--- config.mk ---
export PLATFORM = sky130hd
export DESIGN_NAME = lfkv_cordic
export DESIGN_NICKNAME = d
export VERILOG_FILES = /design/src/hdl/lfkv_pkg.sv /design/src/hdl/lfkv_cordic.sv
export SDC_FILE = /design/constraint.sdc
export NUM_CORES = 2
export LEC_CHECK = 0
export ABC_CLOCK_PERIOD_IN_PS = 6090
export BUFFER_PORTS_ARGS = -buffer_cell sky130_fd_sc_hd__buf_2
export CORE_MARGIN = 1
export CORE_UTILIZATION = 65
export DETAILED_ROUTE_END_ITERATION = 8
export GPL_ROUTABILITY_DRIVEN = 1
export PLACE_DENSITY = 0.86
export SETUP_SLACK_MARGIN = 0.3
export SYNTH_ARGS = -nofsm -noshare
export SYNTH_HDL_FRONTEND = slang
export SYNTH_SLANG_ARGS = --single-unit
--- constraint.sdc ---
create_clock -name clk -period 6.09 [get_ports clk]
set_clock_uncertainty 0.2 [all_clocks]
set_input_delay 0.9135 -clock clk [delete_from_list [all_inputs] [get_ports clk]]
set_output_delay 0.9135 -clock clk [all_outputs]
set_load 0.02 [all_outputs]
--- src/hdl/lfkv_pkg.sv ---
// lfkv_pkg: shared types, constants and helpers of the leg kinematics pipeline
// no dependencies
`default_nettype none
package lfkv_pkg;

	localparam int ANG_W = 34;
	localparam int TRIG_W = 33;
	localparam int MAX_STAGES = 24;
	localparam logic signed [ANG_W-1:0] Q30_PI = 34'sd3373259426;
	localparam logic signed [ANG_W-1:0] Q30_HALF_PI = 34'sd1686629713;
	localparam logic signed [TRIG_W-1:0] CORDIC_X0 = 33'sd652032875;
	localparam int CFG_IDX_W = 3;

	typedef enum logic [CFG_IDX_W-1:0] {
		REG_HIP_LEN = 3'd0,
		REG_THIGH_LEN = 3'd1,
		REG_CALF_LEN = 3'd2,
		REG_CALF_OFS = 3'd3,
		REG_HIP_X = 3'd4,
		REG_HIP_Y = 3'd5,
		REG_HIP_Z = 3'd6,
		REG_UNUSED = 3'd7
	} cfg_idx_t;

	typedef logic signed [TRIG_W-1:0] trig_t;
	typedef logic signed [23:0] out_t;

	typedef struct packed {
		logic [14:0] hip_len;
		logic [14:0] thigh_len;
		logic [14:0] calf_len;
		logic signed [15:0] calf_ofs;
		logic signed [15:0] hip_x;
		logic signed [15:0] hip_y;
		logic signed [15:0] hip_z;
	} cfg_t;

	function automatic logic signed [ANG_W-1:0] atan_q30(input logic [4:0] i);
		logic signed [ANG_W-1:0] r;
		unique case (i)
			5'd0: r = 34'sd843314857;
			5'd1: r = 34'sd497837830;
			5'd2: r = 34'sd263043837;
			5'd3: r = 34'sd133525159;
			5'd4: r = 34'sd67021687;
			5'd5: r = 34'sd33543516;
			5'd6: r = 34'sd16775851;
			5'd7: r = 34'sd8388437;
			5'd8: r = 34'sd4194283;
			5'd9: r = 34'sd2097149;
			default: r = (i <= 5'd23) ? (34'sd1 <<< (5'd30 - i)) : 34'sd0;
		endcase
		return r;
	endfunction

	function automatic out_t sat24(input logic signed [63:0] v);
		out_t r;
		if (v > 64'sd8388607) r = 24'sh7fffff;
		else if (v < -64'sd8388608) r = 24'sh800000;
		else r = v[23:0];
		return r;
	endfunction

endpackage
`default_nettype wire

--- src/hdl/lfkv_cordic.sv ---
// lfkv_cordic: pipelined rotation-mode cordic, one stage per iteration
// depends on lfkv_pkg
`default_nettype none
module lfkv_cordic #(
	parameter int STAGES = 16
) (
	input wire logic clk,
	input wire logic signed [16:0] ang,
	output lfkv_pkg::trig_t sin_o,
	output lfkv_pkg::trig_t cos_o
);
	import lfkv_pkg::*;

	localparam int N = (STAGES < MAX_STAGES) ? STAGES : MAX_STAGES;

	logic signed [ANG_W-1:0] z_s [N+1];
	trig_t x_s [N+1];
	trig_t y_s [N+1];
	logic flip_s [N+1];

	logic signed [ANG_W-1:0] z0;

	always_comb begin
		z0 = ANG_W'(ang) <<< 17;
	end

	always_ff @(posedge clk) begin
		flip_s[0] <= (z0 > Q30_HALF_PI) || (z0 < -Q30_HALF_PI);
		if (z0 > Q30_HALF_PI) z_s[0] <= z0 - Q30_PI;
		else if (z0 < -Q30_HALF_PI) z_s[0] <= z0 + Q30_PI;
		else z_s[0] <= z0;
		x_s[0] <= CORDIC_X0;
		y_s[0] <= '0;
	end

	for (genvar i = 0; i < N; i++) begin : g_stage
		always_ff @(posedge clk) begin
			flip_s[i+1] <= flip_s[i];
			if (!z_s[i][ANG_W-1]) begin
				x_s[i+1] <= x_s[i] - (y_s[i] >>> i);
				y_s[i+1] <= y_s[i] + (x_s[i] >>> i);
				z_s[i+1] <= z_s[i] - atan_q30(5'(i));
			end else begin
				x_s[i+1] <= x_s[i] + (y_s[i] >>> i);
				y_s[i+1] <= y_s[i] - (x_s[i] >>> i);
				z_s[i+1] <= z_s[i] + atan_q30(5'(i));
			end
		end
	end

	assign sin_o = flip_s[N] ? -y_s[N] : y_s[N];
	assign cos_o = flip_s[N] ? -x_s[N] : x_s[N];

endmodule
`default_nettype wire

==> impl_metrics.toml <==
[route]
drt_first_pass_iters = 6
drc = 0
num_vias = 93400
wire_per_inst_um = 19.2
wl_um = 287000
via_per_inst = 6.26
detail-route-antenna-nets = 0
drt_iter0_markers = 7180

[logic_synthesis]
yosysSeqAreaShare = 0.269
synth_top_cells_by_area = "dfxtp_1, ha_1, xnor2_1"
syn_area_um2 = 106000
yosysMostFrequentCell = "a21oi_1"
synth.largest_area_cell = "dfxtp_1"
synth-edff-count = 20
netlist_instances = 12500
async_reset_ff_frac = 0
ys.flop_type = "dfxtp_1"
yosys-top-cells-count = "a21oi_1, dfxtp_1, ha_1"
ys_types = 95
avgSynthCellArea_um2 = 8.46
synth_top_area_share = 0.264
yosys_warnings = 0
synth-seq-cells = 1415

[grt]
antenna_found_initial = 7
grt_pass1_vias = 89200
track_usage = 0.337
grt_overflow = 0
grt_pass1_wl_um = 457000
grt_max_degree = 67

[sta]
finalHoldViolCount = 0
finalSetupTns_ps = 0
max_slew.worst_pin.slew_ps = 1170
finalCritPeriodShare = 0.885
drv_slew = 0
rsz0062_at_grt = "false"
slew_headroom = 0.217
fmax_mhz = 186
min_period_ps = 5390
setup_violations = 0

[cts]
clk_latency_ps = 820
ctsResizeCount = 0
clockRootBuffer = "clkbuf_16"
cts_buffers = 160
cts.clk_slew.worst_paths_ps = 60
htree_levels = 4
cts_buffer_depth = 3
clock_sinks = 1415
cts_tree = "built"
postCtsHoldBufs = 0
cts_setup_buffers = 0

[setup_path]
rrSetupSlack_ps = 700
end_kind = "flip-flop"
required_ps = 6630
crit_type = "reg -> reg"
cp.arrival_ps = 5920
path_max_fanout = 6
start_kind = "flip-flop"

[floorplanning]
die_x_um = 406
io_pins = 84
initial_core_util = 0.658
core_um2 = 161000
rows = 147
floorplan.die_area_um2 = 165000
die_h_um = 406

[layout]
drive_gt1_frac = 0.0447
area_delta_synth_final_pct = 7.92
fin_nets = 14000
final_cell_count_no_fill = 14900

[place]
gp_congestion = 0.998
placed_cells = 14600
io_buffers = 83
hpwl_um = 227000

[run]
drv_cap = 0

[worst_hold_path]
holdCritPathClass = "reg -> reg"

[run_status]
status = "completed"
## final timing paths
| check | depth (start not counted) | start | endpoint |
|---|---|---|---|
| worst max register to register | 17 | x_s[2][6]$_DFF_P_ | y_s[3][32]$_DFF_P_ |
| worst min-delay path | 0 | flip_s[0][11]$_DFF_P_ | flip_s[0][12]$_DFF_P_ |
| worst min register to register | 0 | flip_s[0][11]$_DFF_P_ | flip_s[0][12]$_DFF_P_ |
| worst max-delay path | 17 | x_s[2][6]$_DFF_P_ | y_s[3][32]$_DFF_P_ |
## critical path, cell delays in order (launching register included)
cell	delay [ps]
dfxtp_1	350
or4_1	610
nor4_1	470
nand2_1	220
nor4_1	460
and3b_1	340
a21oi_1	110
xnor2_1	160
ha_1	370
a21o_1	190
a21o_1	180
a21oi_1	200
nor2b_1	80
a211o_1	310
a31o_2	270
or4_1	430
a31oi_1	230
xnor2_1	130
## cells by family after synthesis
logic type,share of synthesized area
flops,0.269
buf+inv,0.0267
xor+xnor,0.155
compound gates,0.232
other cells,0.0000709
mux,0.0101
fa+ha+maj,0.166
simple gates,0.142
## state kept, by name, indices dropped and copies added (netlist names)
| register | count |
|---|---|
| flip_s | 17 |
| x_s | 494 |
| y_s | 496 |
| z_s | 408 |
## metal layers
metal,vias to the layer above,wire length [um],share of wire,track usage
li1,45400,-,-,-
met1,44200,126000,0.44,0.437
met2,3141,134000,0.47,0.567
met3,632,17000,0.059,0.0431
met4,2,10200,0.036,0.128
met5,-,14,0.000049,0
## cell type report
class,instances,area [um^2]
repair buffers,144,873
multi-input cells,10400,74700
diodes,8,20.0
flip-flops and latches,1415,28500
clock inverters,87,1070
inverters,522,1960
clock buffers,206,4490
well taps,2160,2700
fillers,12700,46800
## per-stage QoR
stage / setup slack [ps] / utilization / instance area, um^2 / hold slack, ps
3_5_place_dp: 880 / 0.675 / 109000 / 113
4_1_cts: 824 / 0.710 / 114000 / 125
5_1_grt: 393 / 0.710 / 114000 / 128
2_1_floorplan: 1480 / - / 106000 / 110
6_report: 703 / 0.710 / 114000 / 126
3_3_place_gp: 1040 / 0.675 / 109000 / 110
## layout by cell type (no fill, tap or decap), types with 84 or more instances in the layout
cell,count
o21bai_1,159
nor4_1,92
nor3_1,333
inv_1,519
dfxtp_1,1382
a211oi_1,128
a31oi_1,171
clkbuf_16,162
nor2b_1,169
a21o_1,640
o21a_1,195
nand4_1,84
nand2b_1,165
ha_1,1336
a21oi_1,1425
xor2_1,678
nand2_1,624
nor2_1,1038
nand3_1,198
o21ai_0,593
xnor2_1,1191
Power is left out: the tool's default activity adds up to more than one toggle a clock period on the data nets, which glitch-free logic cannot reach.
